[src/rtl/barycentric_color_interpolator_macros.svh]
// ----------------------------------------------------------------------------
// barycentric color interpolator assertion macros
// shared concurrent check forms, clocked on the rising edge, off during reset
// ----------------------------------------------------------------------------
`ifndef BARYCENTRIC_COLOR_INTERPOLATOR_MACROS_SVH
`define BARYCENTRIC_COLOR_INTERPOLATOR_MACROS_SVH

// condition holds at every edge out of reset
`define BCI_ASSERT_ALWAYS(label, clk, rst, cond, msg) \
  label: assert property (@(posedge clk) disable iff (rst) (cond)) else $error(msg);

// antecedent implies consequent in the same cycle
`define BCI_ASSERT_IMPLY(label, clk, rst, ante, cons, msg) \
  label: assert property (@(posedge clk) disable iff (rst) (ante) |-> (cons)) \
    else $error(msg);

`endif

[src/rtl/bci_pkg.sv]
// ----------------------------------------------------------------------------
// bci_pkg
// widths, register indexes and payload types of the color interpolator
// ----------------------------------------------------------------------------
package bci_pkg;

  localparam int COORD_BITS = 12;
  localparam int PX_W       = 11;
  localparam int CH_W       = 8;
  localparam int NUM_CH     = 3;
  localparam int COLOR_W    = NUM_CH * CH_W;
  localparam int POS_W      = 2 * COORD_BITS;
  localparam int CFG_W      = (POS_W > COLOR_W) ? POS_W : COLOR_W;
  localparam int IDX_W      = 3;

  // register indexes
  localparam logic [IDX_W-1:0] REG_A_POS   = 3'd0;
  localparam logic [IDX_W-1:0] REG_B_POS   = 3'd1;
  localparam logic [IDX_W-1:0] REG_C_POS   = 3'd2;
  localparam logic [IDX_W-1:0] REG_A_COLOR = 3'd3;
  localparam logic [IDX_W-1:0] REG_B_COLOR = 3'd4;
  localparam logic [IDX_W-1:0] REG_C_COLOR = 3'd5;

  localparam logic [COLOR_W-1:0] A_COLOR_RST = 24'hFF0000;
  localparam logic [COLOR_W-1:0] B_COLOR_RST = 24'h00FF00;
  localparam logic [COLOR_W-1:0] C_COLOR_RST = 24'h0000FF;

  // datapath widths
  localparam int DIFF_W  = ((COORD_BITS > PX_W + 1) ? COORD_BITS : PX_W + 1) + 1;
  localparam int PROD_W  = 2 * DIFF_W;
  localparam int SUM_W   = PROD_W + 1;
  localparam int N_W     = SUM_W + 2;
  localparam int CPROD_W = N_W + CH_W + 1;
  localparam int NUM_W   = CPROD_W + 2;
  localparam int DEN_W   = SUM_W;
  localparam int REM_W   = DEN_W + CH_W;

  // pipeline depth: front stages, range check, one stage per quotient bit, output
  localparam int TOP_STAGES = 6;
  localparam int LATENCY    = TOP_STAGES + CH_W + 2;

  typedef struct packed {
    logic [PX_W-1:0] pixel_x;
    logic [PX_W-1:0] pixel_y;
  } pixel_t;

  typedef struct packed {
    logic [CH_W-1:0] red;
    logic [CH_W-1:0] green;
    logic [CH_W-1:0] blue;
    logic            degenerate;
  } result_t;

  typedef struct packed {
    logic valid;
    logic degenerate;
  } ctl_t;

endpackage

[src/rtl/bci_clamp_div.sv]
// ----------------------------------------------------------------------------
// bci_clamp_div
// pipelined clamped divide of three channel numerators by a positive divisor
// ----------------------------------------------------------------------------
`include "barycentric_color_interpolator_macros.svh"

module bci_clamp_div (
  input  logic                                  clk,
  input  logic                                  rst,
  input  bci_pkg::ctl_t                         in_ctl,
  input  logic signed [bci_pkg::NUM_W-1:0]      num [bci_pkg::NUM_CH],
  input  logic        [bci_pkg::DEN_W-1:0]      den,
  output logic                                  result_valid,
  output bci_pkg::result_t                      result
);

  localparam int CH_W   = bci_pkg::CH_W;
  localparam int NUM_CH = bci_pkg::NUM_CH;
  localparam int NUM_W  = bci_pkg::NUM_W;
  localparam int DEN_W  = bci_pkg::DEN_W;
  localparam int REM_W  = bci_pkg::REM_W;

  // stage 0 is the range check, stage s+1 holds quotient bits after step s
  bci_pkg::ctl_t     st_ctl  [CH_W+1];
  logic [DEN_W-1:0]  st_den  [CH_W+1];
  logic [REM_W-1:0]  st_rem  [CH_W+1][NUM_CH];
  logic [CH_W-1:0]   st_q    [CH_W+1][NUM_CH];
  logic              st_zero [CH_W+1][NUM_CH];
  logic              st_sat  [CH_W+1][NUM_CH];
  logic [CH_W-1:0]   color   [NUM_CH];

  // range check: non-positive goes to zero, at least 256 times the divisor saturates
  always_ff @(posedge clk) begin
    if (rst) begin
      st_ctl[0] <= '0;
    end else begin
      st_ctl[0] <= in_ctl;
    end
    st_den[0] <= den;
    for (int k = 0; k < NUM_CH; k++) begin
      st_zero[0][k] <= (num[k] <= 0);
      st_sat[0][k]  <= (num[k] >= signed'(NUM_W'({den, {CH_W{1'b0}}})));
      st_rem[0][k]  <= num[k][REM_W-1:0];
      st_q[0][k]    <= '0;
    end
  end

  // restoring division, one quotient bit per stage
  for (genvar s = 0; s < CH_W; s++) begin : g_step
    logic [REM_W-1:0] shifted_den;
    assign shifted_den = REM_W'(st_den[s]) << (CH_W - 1 - s);

    always_ff @(posedge clk) begin
      if (rst) begin
        st_ctl[s+1] <= '0;
      end else begin
        st_ctl[s+1] <= st_ctl[s];
      end
      st_den[s+1] <= st_den[s];
    end

    for (genvar k = 0; k < NUM_CH; k++) begin : g_lane
      logic [REM_W:0] trial;
      logic           fits;
      assign trial = {1'b0, st_rem[s][k]} - {1'b0, shifted_den};
      assign fits  = !trial[REM_W];

      always_ff @(posedge clk) begin
        st_rem[s+1][k]  <= fits ? trial[REM_W-1:0] : st_rem[s][k];
        st_q[s+1][k]    <= {st_q[s][k][CH_W-2:0], fits};
        st_zero[s+1][k] <= st_zero[s][k];
        st_sat[s+1][k]  <= st_sat[s][k];
      end
    end
  end

  always_comb begin
    for (int k = 0; k < NUM_CH; k++) begin
      priority if (st_ctl[CH_W].degenerate || st_zero[CH_W][k]) begin
        color[k] = '0;
      end else if (st_sat[CH_W][k]) begin
        color[k] = '1;
      end else begin
        color[k] = st_q[CH_W][k];
      end
    end
  end

  always_ff @(posedge clk) begin
    if (rst) begin
      result_valid <= 1'b0;
    end else begin
      result_valid <= st_ctl[CH_W].valid;
    end
    result <= '{red: color[0], green: color[1], blue: color[2],
                degenerate: st_ctl[CH_W].degenerate};
  end

  `BCI_ASSERT_IMPLY(den_nonzero_chk, clk, rst, in_ctl.valid && !in_ctl.degenerate, den != '0, "divisor zero on a non-degenerate item")

  for (genvar k = 0; k < NUM_CH; k++) begin : g_chk
    `BCI_ASSERT_IMPLY(rem_bound_chk, clk, rst, st_ctl[CH_W].valid && !st_ctl[CH_W].degenerate && !st_zero[CH_W][k] && !st_sat[CH_W][k], st_rem[CH_W][k] < REM_W'(st_den[CH_W]), "remainder not below divisor")
  end

endmodule

[config.mk]
export PLATFORM = sky130hd
export DESIGN_NAME = bci_clamp_div
export DESIGN_NICKNAME = d
export VERILOG_FILES = /design/src/rtl/bci_pkg.sv /design/src/rtl/bci_clamp_div.sv
export VERILOG_INCLUDE_DIRS = /design/src /design/src/rtl
export SDC_FILE = /design/constraint.sdc
export NUM_CORES = 2
export LEC_CHECK = 0
export BUFFER_PORTS_ARGS = -buffer_cell sky130_fd_sc_hd__buf_2
export CAP_MARGIN = 30
export CELL_PAD_IN_SITES_DETAIL_PLACEMENT = 1
export CELL_PAD_IN_SITES_GLOBAL_PLACEMENT = 1
export CORE_MARGIN = 5
export CORE_UTILIZATION = 35
export CTS_CLUSTER_DIAMETER = 100
export DETAILED_ROUTE_END_ITERATION = 10
export PLACE_DENSITY = 0.64
export SYNTH_ARGS = -nofsm -noshare
export SYNTH_HDL_FRONTEND = slang
export SYNTH_SLANG_ARGS = --single-unit
export TNS_END_PERCENT = 10
[constraint.sdc]
create_clock -name clk -period 8.69 [get_ports clk]
set_input_delay 1.738 -clock clk [delete_from_list [all_inputs] [get_ports clk]]
set_output_delay 1.738 -clock clk [all_outputs]
set_load 0.1 [all_outputs]
After elaboration in Yosys (flattened, before gate mapping). Memory sizes are Yosys's and may differ from the RTL's. Cells that the tools add are included.

Register bits after elaboration: 26. Latch bits: 0. Bits in writable memories: 1476. Memory bits (read-only): 0. Input port bits: 151. Output and inout bits: 26. Word-level logic and storage cells: 116. Memories kept: 6.

Memories: st_rem (depth 9, width 105, rd ports 8, clocked after Yosys merged registers in 0, write ports 9, line bci_clamp_div.sv:26) `logic [REM_W-1:0] st_rem [CH_W+1][NUM_CH];`; st_den (depth 9, width 27, rd ports 8, clocked after Yosys merged registers in 0, write ports 9, line bci_clamp_div.sv:25) `logic [DEN_W-1:0] st_den [CH_W+1];`; st_q (depth 9, width 24, rd ports 9, clocked after Yosys merged registers in 0, write ports 9, line bci_clamp_div.sv:27) `logic [CH_W-1:0] st_q [CH_W+1][NUM_CH];`; st_sat (depth 9, width 3, rd ports 9, clocked after Yosys merged registers in 0, write ports 9, line bci_clamp_div.sv:29) `logic st_sat [CH_W+1][NUM_CH];`; st_zero (depth 9, width 3, rd ports 9, clocked after Yosys merged registers in 0, write ports 9, line bci_clamp_div.sv:28) `logic st_zero [CH_W+1][NUM_CH];`; st_ctl (depth 9, width 2, rd ports 9, clocked after Yosys merged registers in 0, write ports 9, line bci_clamp_div.sv:24) `bci_pkg::ctl_t st_ctl [CH_W+1];`.

$add $sub $neg: 24. Multiply operators: 0. Div/mod/pow operators: 0. Magnitude comparators: 6. Equality and inequality tests: 0. Shift-type cells: 0. Muxes and demuxes: 39. Bitwise operators: 9. Reduce and logical (&&, ||, !) cells: 27.

Operators by type and width (number): $mux 35 (24); $ge 40x36->1 (3); $le 40x1->1 const B (3); $sub 35x27->36 (3); $sub 35x28->36 (3); $sub 35x29->36 (3); $sub 35x30->36 (3); $sub 35x31->36 (3); $sub 35x32->36 (3); $sub 35x33->36 (3); $sub 35x34->36 (3); $logic_not 1->1 (24); $mux 8 (3); $mux 2 (9); $or 1x1->1 (9); $logic_or 1x1->1 (3); $mux 1 (3).

Depth between registers and ports, before layout.
Depth after elaboration: 3. Mapped depth: 17.

Worst setup path after synthesis. No wires, ideal clock.

Kind: input port to flip-flop. Start point: in den[21] in the netlist's numbering. End point: mem st_sat[0][0] in the netlist's numbering. Library setup time: 0.121 ns. Data arrival time: 3.241 ns. Required time: 8.569 ns. Path slack: 5.328 ns. Stages on the path: 10. Buffers on the path: 0. Cells stage by stage: inv_1 ha_1 a21o_1 a21o_1 a21oi_1 o21ai_0 nor2b_1 a2111oi_0 o21a_1 o22ai_1.

RTL lines: from (decl) (line bci_clamp_div.sv:12) `input logic [bci_pkg::DEN_W-1:0] den,`; to (decl) (line bci_clamp_div.sv:29).

==> run summary <==
The flow ran to the end, and the final reports show no timing, DRC or antenna violations. The count of clock tree sinks is approximately 1300. The share of synthesized area in the top cell type comes to 0.392. Ranked by instance count, the synthesized netlist is headed by 1262 x sky130_fd_sc_hd__dfxtp_1, 726 x sky130_fd_sc_hd__ha_1, 608 x sky130_fd_sc_hd__a21oi_1. The cell type with the highest occurrence count on the critical path is sky130_fd_sc_hd__inv_1. The final weighted congestion in routability-driven placement came out at 0.897. The number of buffers added by the clock tree synthesis step came out at 143. The count of final max-slew check failures came out at 0. The simple logic cell fraction of the synthesized area is 0.133. The full die area came out at 0.193 mm^2. The global-route track usage on met2 came out at 0.353. The maximum single-stage delay on the critical path came out at 750 ps. Setup repair after global routing left no endpoint under its margin.

The met3 track demand over resource is 0.0231. The synthesized-area fraction occupied by ao, oa, aoi and oai cells is 0.204. The placement-stage cell area is about 0.068 mm^2. The total buffers and inverters traversed by the critical path is 3. The endpoint class of the critical path is a register. The sum of negative setup slack is 0 ps. The core region area came out at approximately 0.18 mm^2. The final layout contains routed wiring with a total length of 197000 um. The count of cells in the finished layout, fillers not included, comes to 9922.

The routed layout has 51378 vias. The tree is rooted in a sky130_fd_sc_hd__clkbuf_16. The share of synthesized registers carrying an async set or reset is 0. The placed wire-length estimate came out at 163000 um. The post-synth net total came out at 8036. The dominant combinational cell family by area after synthesis is compound AO/OA/AOI/OAI gates. The family of cells with the greatest summed delay on the critical path is compound AO/OA/AOI/OAI gates. The layout has between 20000 and 25000 filler cells. The leakage power came out at ~33 nW. The fraction of synthesized cell area in xor and xnor cells came out at 0.0697. After floorplanning, the core was divided into 157 placement rows. In this run the most critical hold path is launched from st_q[5][12]$_DFF_P_. The DRC violations left came out at 0. The later-pin clock latency in the skew report came out at 790 ps. The share of synthesized area spent on multiplexers came out at 0.0203.

The overall routing resource usage is 0.201. The initial antenna violation count is 1. In this run the tool buffered the top-level ports with 176 buffer cells. TritonCTS built the clock tree.

In this run the worst setup path begins at st_den[0][110]$_DFF_P_. Of the synthesized area, sequential elements account for 0.392. The max-cap violation count is 0. Once placement completed, the tool counted placed cells totaling 9660.

The number of levels the H-tree was split into is 4. The count of flip-flops with a built-in enable after synthesis is 0. STA classifies the critical path startpoint as a register. Once layout is done, the placed cells without fillers occupy 0.0732 mm^2. After the last flow step, the layout net total stands at 8240.

The antenna cell count is 0. The maximum fanout along the worst path is 23. Summed over all instances, the cell type with the most area after synthesis is sky130_fd_sc_hd__dfxtp_1. The via density per instance came out at around 5.2. The worst hold path belongs to the class reg2reg. The count of hold-fix buffers inserted at cts came out at 0.

The chip width came out at roughly 440 um. In this run the power density over the cells is roughly 380 mW/mm^2. The distinct cell type count after synthesis came out at 93. The endpoint required time on the critical path came out at 9350 ps. The hold violation count in the final report is 0. The combined area of all synthesized cells came out at 0.0645 mm^2. The maximum number of pins on one net before global-route repair came out at 56. For the final database, setup skew stands at 30.8 ps. The average instance area after synthesis came out at 9.04 um^2. In this run the most used layer during global routing was met2.

The final critical path time including I/O delays and setup came out at 5020 ps. The number of instances resized during post-cts repair came out at 0. The synthesized netlist cell count came out at around 7100. Yosys instantiated no cell more often than sky130_fd_sc_hd__dfxtp_1. Of the total synthesized cell area, the portion taken by full adders, half adders and majority gates is 0.147. The global-route track usage on met1 is 0.251. Final hold analysis gives a worst-case slack of 321 ps. The number of global-route vias before repair is 55157. The slowest cell on the critical path is sky130_fd_sc_hd__o2111a_1. The signal on the critical path passes through inv_1 > ha_1 > nor2b_1 > o21ai_1 > a21oi_1 > a211oi_2 > nor4_1 > o41a_1 > a311o_1 > a21oi_2 > o2111a_1 > inv_1 > buf_4 > mux2_1. From synthesis to final layout, the design area changed by 13.5%.

The first global-routing pass estimated 307000 um of wire. In the post-synthesis netlist, the biggest area contributors are sky130_fd_sc_hd__dfxtp_1 39%, sky130_fd_sc_hd__ha_1 14%, sky130_fd_sc_hd__a21oi_1 4.7%. The count of nets left with antenna violations once routing finished came out at 0. The effective utilization at floorplan came out at 0.352. Of the cells placed in the final design, the portion with a size suffix greater than 1 is 0.0847. Among all flip-flop cells after synthesis, the most frequent one is sky130_fd_sc_hd__dfxtp_1. The maximum operating frequency is approximately 0.20 GHz. In this run the critical register-to-register path is launched from st_den[0][110]$_DFF_P_. The vertical die dimension is 439 um. Measured against its own limit, the worst slew margin works out to 0.243.

The setup-violating endpoint count in the final report is 0. The maximum root-to-sink buffer count came out at 3. The critical path is of the reg2reg type.

The pre-antenna-repair detailed-routing pass consisted of 5 iterations. The slew at the pin with the worst max-slew slack is 1110 ps. The peak supply drop is 0.175 mV. For this run, the number of Yosys warnings is 0. The average wire per standard cell came out at 19.9 um.

The synthesis-stage register bit count came out at roughly 1300. The total setup buffers inserted after CTS came out at 0. During I/O placement, the number of pins put on the boundary was 177. The arrival time at the worst endpoint came out at 5680 ps. After clock tree synthesis, the clock-pin slew on the worst setup and hold paths is 60 ps. The final core area utilization came out at 0.399. The detailed router's first-iteration violation count is 1962. Summed over all layers, the global routing overflow is 0.

Of the available clock period, the critical path in the final layout requires 0.578.
## layout make-up
type	count	area, um^2	area share
Clock buffer	191	4000	0.0547
Tap cell	2464	3080	0.0421
Multi-Input combinational cell	5291	37100	0.507
Sequential cell	1262	25300	0.345
Inverter	432	1620	0.0221
Timing Repair Buffer	212	1170	0.0159
Clock inverter	70	980	0.0134
## worst paths after layout
check / to / slack (ps) / cells after the start
worst min register to register: st_q[6][13]$_DFF_P_ / 320 / 0
worst min-delay path: st_q[6][13]$_DFF_P_ / 320 / 0
worst max register to register: st_rem[5][52]$_DFF_P_ / 3670 / 14
worst max-delay path: st_rem[5][52]$_DFF_P_ / 3670 / 14
## worst reg2reg max path, delay by kind of cell (launching register included)
family / cells / cell delay (ps)
AO/OA/AOI/OAI: 7 / 2630
adder cells (fa/ha/maj): 1 / 350
buffers and inverters: 3 / 910
flip-flops: 1 / 330
multiplexers: 1 / 340
AND/OR/NAND/NOR: 2 / 330
## routing by layer
metal / part of all wire / vias to the layer above / routed length [um]
met3: 0.025 / 324 / 4960
met4: 0.040 / 2 / 7820
met2: 0.48 / 694 / 94400
li1: - / 25712 / -
met5: 0.000036 / - / 7
met1: 0.46 / 24646 / 89900
## cells by family after synthesis
kind of cell | after synthesis
flip-flops | 1262
adder cells (fa/ha/maj) | 747
AND/OR/NAND/NOR | 1804
multiplexers | 117
XOR/XNOR | 513
buffers and inverters | 585
AO/OA/AOI/OAI | 2110
## flip-flops by register name (all words and copies together), names as in the netlist
signal        cells
st_rem          840
result           25
st_sat           27
result_valid      1
st_ctl           18
st_den          216
st_zero          27
st_q            108
## placed cells by master, fill, tap and decap left out, types with 176 or more instances in the layout
master / instances
sky130_fd_sc_hd__ha_1: 726
sky130_fd_sc_hd__inv_1: 429
sky130_fd_sc_hd__a21oi_1: 607
sky130_fd_sc_hd__o21ai_0: 587
sky130_fd_sc_hd__xor2_1: 235
sky130_fd_sc_hd__buf_2: 176
sky130_fd_sc_hd__nand2_1: 585
sky130_fd_sc_hd__xnor2_1: 278
sky130_fd_sc_hd__nor2_1: 453
sky130_fd_sc_hd__a21o_1: 320
sky130_fd_sc_hd__dfxtp_1: 1262
## through the flow
stage | total power, mW | worst slack (ps)
2_1_floorplan | 18.1 | 5330
3_3_place_gp | 21.5 | 3770
3_5_place_dp | 21.9 | 3710
4_1_cts | 28.4 | 3670
5_1_grt | 30.3 | 3470
6_report | 28.2 | 3670
## report_power, final
| part | switching, mW | internal, mW |
|---|---|---|
| Combinational | 7.42 | 5.46 |
| Clock | 2.49 | 3.83 |
| Sequential | 1.32 | 7.67 |
Note: power is estimated with default switching activity, not from simulation.
